<file path="config.mk">
export PLATFORM = sky130hd
export DESIGN_NAME = multi_waveform_dds_generator_top
export DESIGN_NICKNAME = d
export VERILOG_FILES = /design/src/rtl/mwdds_pkg.sv /design/src/rtl/mwdds_regs.sv /design/src/rtl/multi_waveform_dds_generator_top.sv
export SDC_FILE = /design/constraint.sdc
export NUM_CORES = 2
export LEC_CHECK = 0
export BUFFER_PORTS_ARGS = -buffer_cell sky130_fd_sc_hd__buf_2
export CORE_MARGIN = 1.5
export CORE_UTILIZATION = 38
export DETAILED_ROUTE_END_ITERATION = 7
export PLACE_DENSITY_LB_ADDON = 0.2
export SYNTH_ARGS = -nofsm -noshare
export SYNTH_HDL_FRONTEND = slang
export SYNTH_HIERARCHICAL = 1
export SYNTH_SLANG_ARGS = --single-unit
</file>
<file path="constraint.sdc">
create_clock -name clk_i -period 11 [get_ports clk_i]
set_input_delay 1.1 -clock clk_i [delete_from_list [all_inputs] [get_ports clk_i]]
set_output_delay 1.1 -clock clk_i [all_outputs]
set_load 0.02 [all_outputs]
</file>
<file path="src/rtl/mwdds_pkg.sv">
package mwdds_pkg;

  // Address bits of the configuration port: seven word registers.
  localparam int unsigned CFG_AW = 5;

  localparam logic [63:0] HALF_PI_Q30 = 64'd1686629713;
  localparam logic [63:0] ONE_Q30     = 64'd1 << 30;

  typedef enum logic [2:0] {
    MODE_SINE     = 3'd0,
    MODE_SQUARE   = 3'd1,
    MODE_TRIANGLE = 3'd2,
    MODE_SAWTOOTH = 3'd3,
    MODE_CHIRP    = 3'd4,
    MODE_IMPULSE  = 3'd5,
    MODE_DC       = 3'd6
  } wave_mode_e;

  typedef enum logic [2:0] {
    REG_WAVEFORM_MODE     = 3'd0,
    REG_PHASE_STEP        = 3'd1,
    REG_PHASE_OFFSET      = 3'd2,
    REG_AMPLITUDE         = 3'd3,
    REG_DC_OFFSET         = 3'd4,
    REG_CHIRP_STEP_CHANGE = 3'd5,
    REG_SAMPLE_COUNT      = 3'd6
  } cfg_reg_e;

  typedef struct packed {
    wave_mode_e         waveform_mode;
    logic [31:0]        phase_step;
    logic [31:0]        phase_offset;
    logic signed [15:0] amplitude;
    logic signed [15:0] dc_offset;
    logic signed [31:0] chirp_step_change;
    logic [20:0]        sample_count;
  } cfg_t;

  // Quarter-wave sine entry in Q1.15 from an angle in Q30 radians. Taylor
  // series in Horner form; only ever evaluated on constants.
  function automatic logic [14:0] sine_entry(input logic [63:0] x);
    logic [63:0] x2;
    logic [63:0] t;
    logic [63:0] s;
    logic [63:0] v;
    x2 = (x * x) >> 30;
    t  = ONE_Q30;
    t  = ONE_Q30 - ((x2 * t) >> 30) / 64'd110;
    t  = ONE_Q30 - ((x2 * t) >> 30) / 64'd72;
    t  = ONE_Q30 - ((x2 * t) >> 30) / 64'd42;
    t  = ONE_Q30 - ((x2 * t) >> 30) / 64'd20;
    t  = ONE_Q30 - ((x2 * t) >> 30) / 64'd6;
    s  = (x * t) >> 30;
    v  = (s * 64'd32767 + (ONE_Q30 >> 1)) >> 30;
    return v[14:0];
  endfunction

endpackage

</file>
<file path="src/rtl/mwdds_regs.sv">
module mwdds_regs (
  input  logic                           clk_i,
  input  logic                           rst_ni,
  input  logic                           psel,
  input  logic                           penable,
  input  logic                           pwrite,
  input  logic [mwdds_pkg::CFG_AW-1:0]   paddr,
  input  logic [31:0]                    pwdata,
  output logic [31:0]                    prdata,
  output mwdds_pkg::cfg_t                cfg_o
);

  localparam mwdds_pkg::cfg_t CFG_RESET = '{
    waveform_mode:     mwdds_pkg::MODE_SINE,
    phase_step:        32'd0,
    phase_offset:      32'd0,
    amplitude:         16'sd0,
    dc_offset:         16'sd0,
    chirp_step_change: 32'sd0,
    sample_count:      21'd1024
  };

  mwdds_pkg::cfg_t  cfg_q, cfg_d;
  mwdds_pkg::cfg_reg_e reg_sel;
  logic             wr_en;

  assign reg_sel = mwdds_pkg::cfg_reg_e'(paddr[mwdds_pkg::CFG_AW-1:2]);
  assign wr_en   = psel && penable && pwrite;

  always_comb begin
    cfg_d = cfg_q;
    if (wr_en) begin
      case (reg_sel)
        mwdds_pkg::REG_WAVEFORM_MODE: begin
          cfg_d.waveform_mode = mwdds_pkg::wave_mode_e'(pwdata[2:0]);
        end
        mwdds_pkg::REG_PHASE_STEP:        cfg_d.phase_step        = pwdata;
        mwdds_pkg::REG_PHASE_OFFSET:      cfg_d.phase_offset      = pwdata;
        mwdds_pkg::REG_AMPLITUDE:         cfg_d.amplitude         = pwdata[15:0];
        mwdds_pkg::REG_DC_OFFSET:         cfg_d.dc_offset         = pwdata[15:0];
        mwdds_pkg::REG_CHIRP_STEP_CHANGE: cfg_d.chirp_step_change = pwdata;
        mwdds_pkg::REG_SAMPLE_COUNT:      cfg_d.sample_count      = pwdata[20:0];
        default: ;
      endcase
    end
  end

  always_ff @(posedge clk_i or negedge rst_ni) begin
    if (!rst_ni) begin
      cfg_q <= CFG_RESET;
    end else begin
      cfg_q <= cfg_d;
    end
  end

  always_comb begin
    case (reg_sel)
      mwdds_pkg::REG_WAVEFORM_MODE:     prdata = {29'd0, cfg_q.waveform_mode};
      mwdds_pkg::REG_PHASE_STEP:        prdata = cfg_q.phase_step;
      mwdds_pkg::REG_PHASE_OFFSET:      prdata = cfg_q.phase_offset;
      mwdds_pkg::REG_AMPLITUDE:         prdata = {16'd0, cfg_q.amplitude};
      mwdds_pkg::REG_DC_OFFSET:         prdata = {16'd0, cfg_q.dc_offset};
      mwdds_pkg::REG_CHIRP_STEP_CHANGE: prdata = cfg_q.chirp_step_change;
      mwdds_pkg::REG_SAMPLE_COUNT:      prdata = {11'd0, cfg_q.sample_count};
      default:                          prdata = 32'd0;
    endcase
  end

  assign cfg_o = cfg_q;

endmodule

</file>
<file path="src/rtl/multi_waveform_dds_generator_top.sv">
// Channel  Direction  Handshake                 Payload
// in       sink       in_valid_i / in_stall_o   restart_i
// out      source     out_valid_o / out_stall_i sample_o, saturated_o, last_o
// cfg      APB        psel, penable, pwrite     paddr, pwdata, prdata, pready
//
// One sample per clock unless the output stalls; a result is registered in stage 1,
// stage 2 and the output register in turn. The phase adder feeding back on the
// accumulator is the single-register loop that sets the rate; the index multiply,
// the amplitude multiply and the saturation each sit in a stage of their own.
// Reset clears state and valid flags at once; no clearing pass follows.
// A stall on the output stops only the stages that hold a beat, so empty
// stages keep taking ticks until the pipe is full.
module multi_waveform_dds_generator_top #(
  parameter int unsigned SINE_TABLE_DEPTH = 256,
  parameter int unsigned PHASE_WIDTH      = 32,
  parameter int unsigned SAMPLE_WIDTH     = 16
) (
  input  logic                          clk_i,
  input  logic                          rst_ni,
  input  logic                          psel,
  input  logic                          penable,
  input  logic                          pwrite,
  input  logic [mwdds_pkg::CFG_AW-1:0]  paddr,
  input  logic [31:0]                   pwdata,
  output logic [31:0]                   prdata,
  output logic                          pready,
  input  logic                          in_valid_i,
  output logic                          in_stall_o,
  input  logic                          restart_i,
  output logic                          out_valid_o,
  input  logic                          out_stall_i,
  output logic signed [SAMPLE_WIDTH-1:0] sample_o,
  output logic                          saturated_o,
  output logic                          last_o
);

  localparam int unsigned DW   = $clog2(SINE_TABLE_DEPTH);
  localparam int unsigned SUMW = 19;
  localparam int unsigned CW   = ((SAMPLE_WIDTH > SUMW) ? SAMPLE_WIDTH : SUMW) + 1;
  localparam logic signed [CW-1:0] SAT_HI = CW'((64'd1 << (SAMPLE_WIDTH - 1)) - 64'd1);
  localparam logic signed [CW-1:0] SAT_LO = ~SAT_HI;
  localparam logic signed [SAMPLE_WIDTH-1:0] SAMPLE_MAX = SAMPLE_WIDTH'(SAT_HI);
  localparam logic signed [SAMPLE_WIDTH-1:0] SAMPLE_MIN = SAMPLE_WIDTH'(SAT_LO);

  mwdds_pkg::cfg_t cfg;

  mwdds_regs u_regs (
    .clk_i   (clk_i),
    .rst_ni  (rst_ni),
    .psel    (psel),
    .penable (penable),
    .pwrite  (pwrite),
    .paddr   (paddr),
    .pwdata  (pwdata),
    .prdata  (prdata),
    .cfg_o   (cfg)
  );

  assign pready = 1'b1;

  // Quarter-wave sine table, built at elaboration.
  logic [14:0] sine_rom [SINE_TABLE_DEPTH];

  for (genvar k = 0; k < SINE_TABLE_DEPTH; k++) begin : g_rom
    localparam logic [63:0] ANGLE =
      (mwdds_pkg::HALF_PI_Q30 * 64'(2 * k + 1)) / 64'(2 * SINE_TABLE_DEPTH);
    assign sine_rom[k] = mwdds_pkg::sine_entry(ANGLE);
  end

  // 32-bit registers aligned to the top of the accumulator.
  logic [PHASE_WIDTH-1:0] step_al, offset_al, chirp_al;
  logic [PHASE_WIDTH-1:0] phase_eff;
  logic [31:0]            p_top;

  if (PHASE_WIDTH >= 32) begin : g_wide
    assign step_al   = PHASE_WIDTH'(cfg.phase_step) << (PHASE_WIDTH - 32);
    assign offset_al = PHASE_WIDTH'(cfg.phase_offset) << (PHASE_WIDTH - 32);
    assign chirp_al  = PHASE_WIDTH'(cfg.chirp_step_change) << (PHASE_WIDTH - 32);
    assign p_top     = phase_eff[PHASE_WIDTH-1 -: 32];
  end else begin : g_narrow
    assign step_al   = cfg.phase_step[31 -: PHASE_WIDTH];
    assign offset_al = cfg.phase_offset[31 -: PHASE_WIDTH];
    assign chirp_al  = cfg.chirp_step_change[31 -: PHASE_WIDTH];
    assign p_top     = 32'(phase_eff) << (32 - PHASE_WIDTH);
  end

  // Pipeline handshake: each stage moves when it is empty or the next moves.
  logic s1_vld_q, s2_vld_q, out_vld_q;
  logic en1, en2, en_out, in_acc;

  assign en_out     = !out_vld_q || !out_stall_i;
  assign en2        = !s2_vld_q || en_out;
  assign en1        = !s1_vld_q || en2;
  assign in_stall_o = !en1;
  assign in_acc     = in_valid_i && en1;

  // Generator state, updated on every accepted tick.
  logic [PHASE_WIDTH-1:0] phase_acc_q, phase_acc_d;
  logic [PHASE_WIDTH-1:0] cur_step_q, cur_step_d;
  logic [PHASE_WIDTH-1:0] step_eff;
  logic [19:0]            sample_index_q, sample_index_d, sidx_eff;
  logic                   is_chirp;

  assign is_chirp = (cfg.waveform_mode == mwdds_pkg::MODE_CHIRP);

  always_comb begin
    if (restart_i) begin
      phase_eff = is_chirp ? '0 : offset_al;
      step_eff  = step_al;
      sidx_eff  = '0;
    end else begin
      phase_eff = phase_acc_q;
      step_eff  = cur_step_q;
      sidx_eff  = sample_index_q;
    end
    phase_acc_d    = phase_eff + step_eff;
    cur_step_d     = is_chirp ? step_eff + chirp_al : step_eff;
    sample_index_d = sidx_eff + 20'd1;
  end

  always_ff @(posedge clk_i or negedge rst_ni) begin
    if (!rst_ni) begin
      phase_acc_q    <= '0;
      cur_step_q     <= '0;
      sample_index_q <= '0;
    end else if (in_acc) begin
      phase_acc_q    <= phase_acc_d;
      cur_step_q     <= cur_step_d;
      sample_index_q <= sample_index_d;
    end
  end

  // Stage 1 inputs: sine table index with quadrant mirroring.
  logic [30+DW:0] idx_prod;
  logic [DW-1:0]  idx_raw, idx_d;
  logic           last_d;

  assign idx_prod = 30'(p_top[29:0]) * (DW + 1)'(SINE_TABLE_DEPTH);
  assign idx_raw  = idx_prod[30 +: DW];
  assign idx_d    = p_top[30] ? DW'(SINE_TABLE_DEPTH - 1) - idx_raw : idx_raw;
  assign last_d   = ({1'b0, sidx_eff} == (cfg.sample_count - 21'd1));

  logic [DW-1:0] s1_idx_q;
  logic [15:0]   s1_p16_q;
  logic          s1_zero_q, s1_last_q;

  always_ff @(posedge clk_i) begin
    if (en1) begin
      s1_idx_q  <= idx_d;
      s1_p16_q  <= p_top[31:16];
      s1_zero_q <= (sidx_eff == 20'd0);
      s1_last_q <= last_d;
    end
  end

  // Stage 2: shape in Q1.15 (a unit level is 1 << 15), then scale.
  logic signed [16:0] shape;
  logic signed [17:0] tri_d, tri_abs, tri_v;
  logic signed [32:0] prod_d;

  always_comb begin
    tri_d   = $signed({2'b00, s1_p16_q}) * 18'sd2 - 18'sd65536;
    tri_abs = tri_d[17] ? -tri_d : tri_d;
    tri_v   = tri_abs - 18'sd32768;
    case (cfg.waveform_mode)
      mwdds_pkg::MODE_SINE,
      mwdds_pkg::MODE_CHIRP: begin
        shape = s1_p16_q[15] ? -$signed({2'b00, sine_rom[s1_idx_q]})
                             :  $signed({2'b00, sine_rom[s1_idx_q]});
      end
      mwdds_pkg::MODE_SQUARE:   shape = s1_p16_q[15] ? -17'sd32767 : 17'sd32767;
      mwdds_pkg::MODE_TRIANGLE: shape = (tri_v > 18'sd32767) ? 17'sd32767 : tri_v[16:0];
      mwdds_pkg::MODE_SAWTOOTH: shape = $signed({1'b0, s1_p16_q}) - 17'sd32768;
      mwdds_pkg::MODE_IMPULSE:  shape = s1_zero_q ? 17'sd32768 : 17'sd0;
      mwdds_pkg::MODE_DC:       shape = 17'sd32768;
      default:                  shape = 17'sd0;
    endcase
    prod_d = cfg.amplitude * shape;
  end

  logic signed [32:0] s2_prod_q;
  logic               s2_last_q;

  always_ff @(posedge clk_i) begin
    if (en2) begin
      s2_prod_q <= prod_d;
      s2_last_q <= s1_last_q;
    end
  end

  // Stage 3: floor shift, level offset and saturation.
  logic signed [SUMW-1:0]         sum;
  logic signed [CW-1:0]           sum_ext;
  logic signed [SAMPLE_WIDTH-1:0] sample_d;
  logic                           sat_d;

  always_comb begin
    sum     = SUMW'(s2_prod_q >>> 15) + SUMW'(cfg.dc_offset);
    sum_ext = CW'(sum);
    if (sum_ext > SAT_HI) begin
      sample_d = SAMPLE_MAX;
      sat_d    = 1'b1;
    end else if (sum_ext < SAT_LO) begin
      sample_d = SAMPLE_MIN;
      sat_d    = 1'b1;
    end else begin
      sample_d = sum_ext[SAMPLE_WIDTH-1:0];
      sat_d    = 1'b0;
    end
  end

  logic signed [SAMPLE_WIDTH-1:0] sample_q;
  logic                           sat_q, last_q;

  always_ff @(posedge clk_i) begin
    if (en_out) begin
      sample_q <= sample_d;
      sat_q    <= sat_d;
      last_q   <= s2_last_q;
    end
  end

  always_ff @(posedge clk_i or negedge rst_ni) begin
    if (!rst_ni) begin
      s1_vld_q  <= 1'b0;
      s2_vld_q  <= 1'b0;
      out_vld_q <= 1'b0;
    end else begin
      if (en1) begin
        s1_vld_q <= in_valid_i;
      end
      if (en2) begin
        s2_vld_q <= s1_vld_q;
      end
      if (en_out) begin
        out_vld_q <= s2_vld_q;
      end
    end
  end

  assign out_valid_o = out_vld_q;
  assign sample_o    = sample_q;
  assign saturated_o = sat_q;
  assign last_o      = last_q;

  // The input only stalls when every stage holds a beat.
  a_stall_full: assert property (@(posedge clk_i) disable iff (!rst_ni)
    in_stall_o |-> (s1_vld_q && s2_vld_q && out_vld_q))
    else $error("input stalled while the pipeline has room");

  a_restart_index: assert property (@(posedge clk_i) disable iff (!rst_ni)
    (in_acc && restart_i) |=> (sample_index_q == 20'd1))
    else $error("sample index not restarted");

  a_chirp_phase: assert property (@(posedge clk_i) disable iff (!rst_ni)
    (in_acc && restart_i && is_chirp) |=> (phase_acc_q == $past(step_al)))
    else $error("chirp restart did not start from zero phase");

  a_step_hold: assert property (@(posedge clk_i) disable iff (!rst_ni)
    (in_acc && !restart_i && !is_chirp) |=> (cur_step_q == $past(cur_step_q)))
    else $error("step changed outside chirp mode");

  a_sat_level: assert property (@(posedge clk_i) disable iff (!rst_ni)
    (out_vld_q && sat_q) |-> (sample_q == SAMPLE_MAX || sample_q == SAMPLE_MIN))
    else $error("saturated flag without a clipped sample");

endmodule
</file>
### Word-level counts from Yosys, hierarchy flattened

Memory sizes are Yosys's and may differ from the RTL's.
Index checks and enable logic that the tools add are counted.

| storage, ports and cells | value |
|---|---|
| bits in registers | 317 |
| input bits | 45 |
| logic and storage cells | 92 |
| bits in read-only memories | 3840 |
| memories | 1 |
| output and inout bits | 53 |

| cells by class | value |
|---|---|
| $mul | 1 |
| muxes and demuxes | 17 |
| add/subtract/negate cells | 11 |
| eq/ne operators | 13 |
| bitwise gates (word level) | 1 |
| order comparisons | 4 |
| reduce and logical (&&, ||, !) cells | 22 |

Memory list:

| memory | words | bits a word | rd ports | clocked after Yosys merged registers in | write ports | RTL line | source |
|---|---|---|---|---|---|---|---|
| (name not given) | 256 | 15 | 1 | 0 | 0 | multi_waveform_dds_generator_top.sv:169 | `: $signed({2'b00, sine_rom[s1_idx_q]});` |

Operators with widths:

| kind | count |
|---|---|
| 32-bit case mux with 7 select lines | 1 |
| 32-bit 2-to-1 mux | 4 |
| 17-bit case mux with 6 select lines | 1 |
| 32-bit adder | 2 |
| 17-bit 2-to-1 mux | 3 |
| 16-bit by 17-bit multiplier with 33-bit output | 1 |
| 16-bit 2-to-1 mux | 2 |
| 15-bit 2-to-1 mux | 2 |
| 20-bit by 21-bit == test with 1-bit output | 1 |
| 21-bit by 1-bit subtractor with 21-bit output, second input constant | 1 |
| 20-bit by 1-bit adder with 20-bit output, second input constant | 1 |
| 20-bit zero test | 1 |
| 20-bit 2-to-1 mux | 1 |
| 18-bit by 16-bit adder with 19-bit output | 1 |
| 19-bit by 16-bit greater-than comparator with 1-bit output, second input constant | 1 |
| 19-bit by 16-bit < comparator with 1-bit output, second input constant | 1 |
| 3-bit == test, second input constant | 6 |
| 18-bit by 16-bit greater-than comparator with 1-bit output, second input constant | 1 |
| 18-bit 2-to-1 mux | 1 |
| 18-bit negator | 1 |
| 17-bit by 17-bit subtractor with 18-bit output, second input constant | 1 |
| 18-bit by 17-bit subtractor with 18-bit output, second input constant | 1 |
| 15-bit negator with 17-bit output | 1 |
| 16-bit by 16-bit subtractor with 17-bit output, second input constant | 1 |
| 13 further kinds | 32 |

### Depth between registers and ports, before layout

| depth | value |
|---|---|
| depth in word-level cells | 8 |
| mapped depth | 44 |
| depth with buffers taken out | 39 |

### By module

The synthesis kept the hierarchy.

Modules (own cells, without submodules):

| module | area each (um^2) | cells each | instances | sequential area each (um^2) |
|---|---|---|---|---|
| multi_waveform_dds_generator_top | 26610.5 | 3173 | 1 | 4068.9 |
| mwdds_regs | 6885.4 | 493 | 1 | 3804.9 |

### Worst setup path before layout

No wires, ideal clock.

| path | value |
|---|---|
| path kind | register to register |
| start point | reg s1_idx_q[0] |
| end point | reg s2_prod_q[26] (data pin) |
| path buffers | 3 |
| arrival | 9.775 ns |
| required time | 10.742 ns |
| period minus slack after synthesis | 10.033 ns |
| setup time | 0.258 ns |
| cell stages (with the launch flop) | 38 |
| setup slack | 0.967 ns |
| cells stage by stage | edfxtp_1 -> clkbuf_1 -> inv_1 -> ha_1 -> clkbuf_1 -> nor2_1 -> nor2_1 -> mux4_2 -> mux4_2 -> or2_1 -> o22ai_1 -> nor3b_2 -> nor2b_1 -> xnor2_1 -> a21oi_1 -> clkbuf_1 -> nor2b_1 -> fa_1 -> (+2 left out) -> fa_1 -> fa_1 -> inv_1 -> fa_1 -> fa_1 -> ha_1 -> a21o_1 -> a21o_1 -> a21oi_1 -> nand2_1 -> or4b_2 -> nand3b_1 -> o211ai_1 -> o21ai_1 -> nor4_1 -> nor3_1 -> a21oi_1 -> xnor2_1 |

| on the way | value |
|---|---|
| longest elaborated chain between the ends | 8 |

Ends and longest elaborated chain:

| what | RTL line | source |
|---|---|---|
| start, declared | multi_waveform_dds_generator_top.sv:143 | `logic [DW-1:0] s1_idx_q;` |
| start signal, assigned | multi_waveform_dds_generator_top.sv:149 | `s1_idx_q <= idx_d;` |
| 8-bit NOT with 9-bit output (implied by the code) * | multi_waveform_dds_generator_top.sv:168, multi_waveform_dds_generator_top.sv:169 |  |
| memory read 256 x 15 bit * | -- |  |
| 15-bit 2-to-1 mux (implied by the code) * (2 in series) | multi_waveform_dds_generator_top.sv:169 |  |
| 15-bit negator with 17-bit output | multi_waveform_dds_generator_top.sv:168 | `shape = s1_p16_q[15] ? -$signed({2'b00, sine_rom[s1_idx_q]})` |
| 17-bit 2-to-1 mux * | multi_waveform_dds_generator_top.sv:168 |  |
| 17-bit case mux with 6 select lines * | multi_waveform_dds_generator_top.sv:165 | `case (cfg.waveform_mode)` |
| 16-bit by 17-bit multiplier with 33-bit output * | multi_waveform_dds_generator_top.sv:178 | `prod_d = cfg.amplitude * shape;` |
| named net prod_d[26] | multi_waveform_dds_generator_top.sv:159 | `logic signed [32:0] prod_d;` |
| end signal, assigned | multi_waveform_dds_generator_top.sv:186 | `s2_prod_q <= prod_d;` |
| end, declared | multi_waveform_dds_generator_top.sv:181 | `logic signed [32:0] s2_prod_q;` |

Mark *: on every way through the listed nets, which the timed path passes. The rest lies on a longest branch. The select of a mux whose other input is x is not followed.
A chain may end at the register's enable or synchronous reset.

### Final worst setup path

Same ends and word-level chain as after synthesis.

==> flow_summary.toml <==
[yosys]
yosysTopAreaCellShare_pct = 17.78
syn-cell-area_sq_um = 33500
synth_edf_count = 63
synth-seq-area-share_pct = 23.51
async_flop_share_pct = 79.14
synth_cell_types = 104
syn_avg_cell_area_sq_um = 9.137
postSynthCellCount = 3666
yosysWarnings = 6
synth_top_area_cell = "dfrtp_1"
synth.area.top_cells = "dfrtp_1 18%, fa_1 17%, ha_1 6.9%, mux2_2 6.4%, edfxtp_1 5.6%"
ys.flop_type = "dfrtp_1"
ys_ff_latch = 302
syn_nets = 4174

[timing]
tightest_slew_ns = 1.128
finClkSkew_ns = 0.02259
slew_viol_final = 0
layout_min_cycle_time_ns = 10.49
timing.fmax_mhz = 95.33
maxSlewHeadroom_pct = 24.77
setup_viol = 0
finalHoldViolCount = 0
rsz0062_at_grt = "no"
fin_crit_sh_pct = 95.36
fin_tns_setup_ns = 0

[setup_path]
cp.required_ns = 11.28
cp-start-kind = "flip-flop"
critPathArrivalTime_ns = 10.77
worstSetupEndpointType = "flip-flop"
cpPeakStageDelay_ns = 0.67
path_common_cell = "fa_1"
crit_slowest_cell = "or4b_2"
cp_max_fo = 23
rrSetupSlack_ns = 0.51
criticalPathCategory = "flip-flop to flip-flop"

[grt]
antenna_found_initial = 3
grt_pass1_wl_microns = 166400
grt_use_total_pct = 23.62
overflow = 0
grt_pass1_vias = 27392
grt_max_degree = 160

[clock_network]
numCtsBuffers = 34
cts_tree = "built"
holdBufCountCts = 0
ctsResizeCount = 0
cts.sinks = 302
path_clk_slew_ns = 0.07
clkLatencyLatePin_ns = 0.53
cts_setup_buffers = 0
cts-root-buf = "clkbuf_16"
htree_levels = 2
ctsLongestPathBuffers = 3

[routing]
drc_errors = 0
vias = 27392
wl_per_cell_microns = 21.73
firstDrtPassIters = 6
vias_per_cell = 5.617
drt-total-wl_microns = 106000
drt_iter0_drc = 2188
ant_nets = 0

[place]
dp_hpwl_microns = 78900
portBuffers = 94
gp_congestion = 0.9675

[final_layout]
most-common-layout-cells = "395 x inv_1, 335 x nand2_1, 278 x fa_1"
layout_commonest_cell = "inv_1"
fin_util_pct = 42.00
fill_cells = 8744
syn_to_final_growth_pct = 9.122
drive_gt1_share_pct = 14.57
nNetsFinal = 4203

[die]
ios = 98
coreArea_sq_um = 87020
die_h_microns = 299.9
start_util_pct = 38.49
die_w_microns = 299.9
dieArea_sq_um = 89940
row_count = 108

[job]
maxCapViolations = 0

[hold_path]
min_path_type = "flip-flop to flip-flop"

[run_status]
status = "finished, final reports clean"
## kinds of logic (layout without fill, tap and decap cells)
| logic type | count (synthesis) | count (layout) | synth area share (%) |
|---|---|---|---|
| multiplexers | 257 | 257 | 9.286 |
| AO/OA/AOI/OAI | 818 | 818 | 16.08 |
| other | 1 | 2 | 0.01120 |
| buffers and inverters | 617 | 672 | 7.736 |
| XOR/XNOR | 166 | 166 | 4.341 |
| AND/OR/NAND/NOR | 1042 | 1042 | 15.52 |
| flip-flops | 302 | 302 | 23.51 |
| adder cells (fa/ha/maj) | 463 | 463 | 23.53 |
## per-stage QoR
stage	setup WS, ns	instance area, sq um	cells	hold WS [ns]
6_report	0.5099	36550	4877	0.4260
5_1_grt	0.009752	36550	4876	0.4306
4_1_cts	0.3207	36530	4876	0.4306
3_5_place_dp	0.3599	35330	4814	0.4061
3_3_place_gp	0.3564	35330	4814	0.4033
2_1_floorplan	0.9675	33500	3666	0.4003
## area by class of cell
class | count | area, sq um | area share (%)
multi-input combinational | 2747 | 23100 | 63.20
sequential | 302 | 7874 | 21.54
inverter | 398 | 1494 | 4.087
tap | 1155 | 1445 | 3.954
timing repair buffer | 212 | 1444 | 3.950
clock buffer | 48 | 993.5 | 2.718
clock inverter | 14 | 198.9 | 0.5443
antenna | 1 | 2.502 | 0.006846
## Yosys cell counts (58+ instances only)
cell,n
nand3_1,69
nand2_1,338
edfxtp_1,63
inv_1,395
a21oi_1,196
clkbuf_1,121
nor2b_1,72
a21o_1,58
fa_1,278
nor3_1,77
mux2_2,189
o21ai_0,181
nor2_1,169
ha_1,185
xor2_1,63
nand2b_1,63
and2_1,130
xnor2_1,103
dfrtp_1,238
## per-layer routing
layer / global-route usage [%] / share of wire, % / up-vias
met1: 33.66 / 46 / 13678
met4: 6.109 / 2.6 / 4
li1: - / - / 12721
met2: 38.13 / 46 / 834
met3: 2.587 / 5.3 / 155
met5: 0 / 0.019 / -
## worst max-delay path, delay by kind of cell, from the launching register on
kind	cells	cell delay, ns
flops	1	0.41
mux	1	0.53
compound gates	10	2.23
fa+ha+maj	8	3.60
simple gates	10	2.41
xor+xnor	2	0.17
buf+inv	7	0.85
## sequential cells by signal, indices dropped and copies added (netlist names), 8 cells and up
name,count
phase_acc_q,32
s1_p16_q,16
sample_index_q,20
s2_prod_q,18
u_regs/cfg_o,152
s1_idx_q,8
sample_o,16
cur_step_q,32
## worst paths after layout
check	startpoint	end	depth (start not counted)
setup reg to reg	s1_idx_q[0]	s2_prod_q[26]	38
hold reg to reg	s1_last_q	s2_last_q	0
hold / removal	s1_last_q	s2_last_q	0
setup / recovery	s1_idx_q[0]	s2_prod_q[26]	38
max in group asynchronous	rst_ni	u_regs/cfg_o[46]	2
min in group asynchronous	rst_ni	u_regs/cfg_o[89]	1
Power is not shown: default switching activity piles up to over one toggle a cycle in this logic, so the estimate is an artifact.
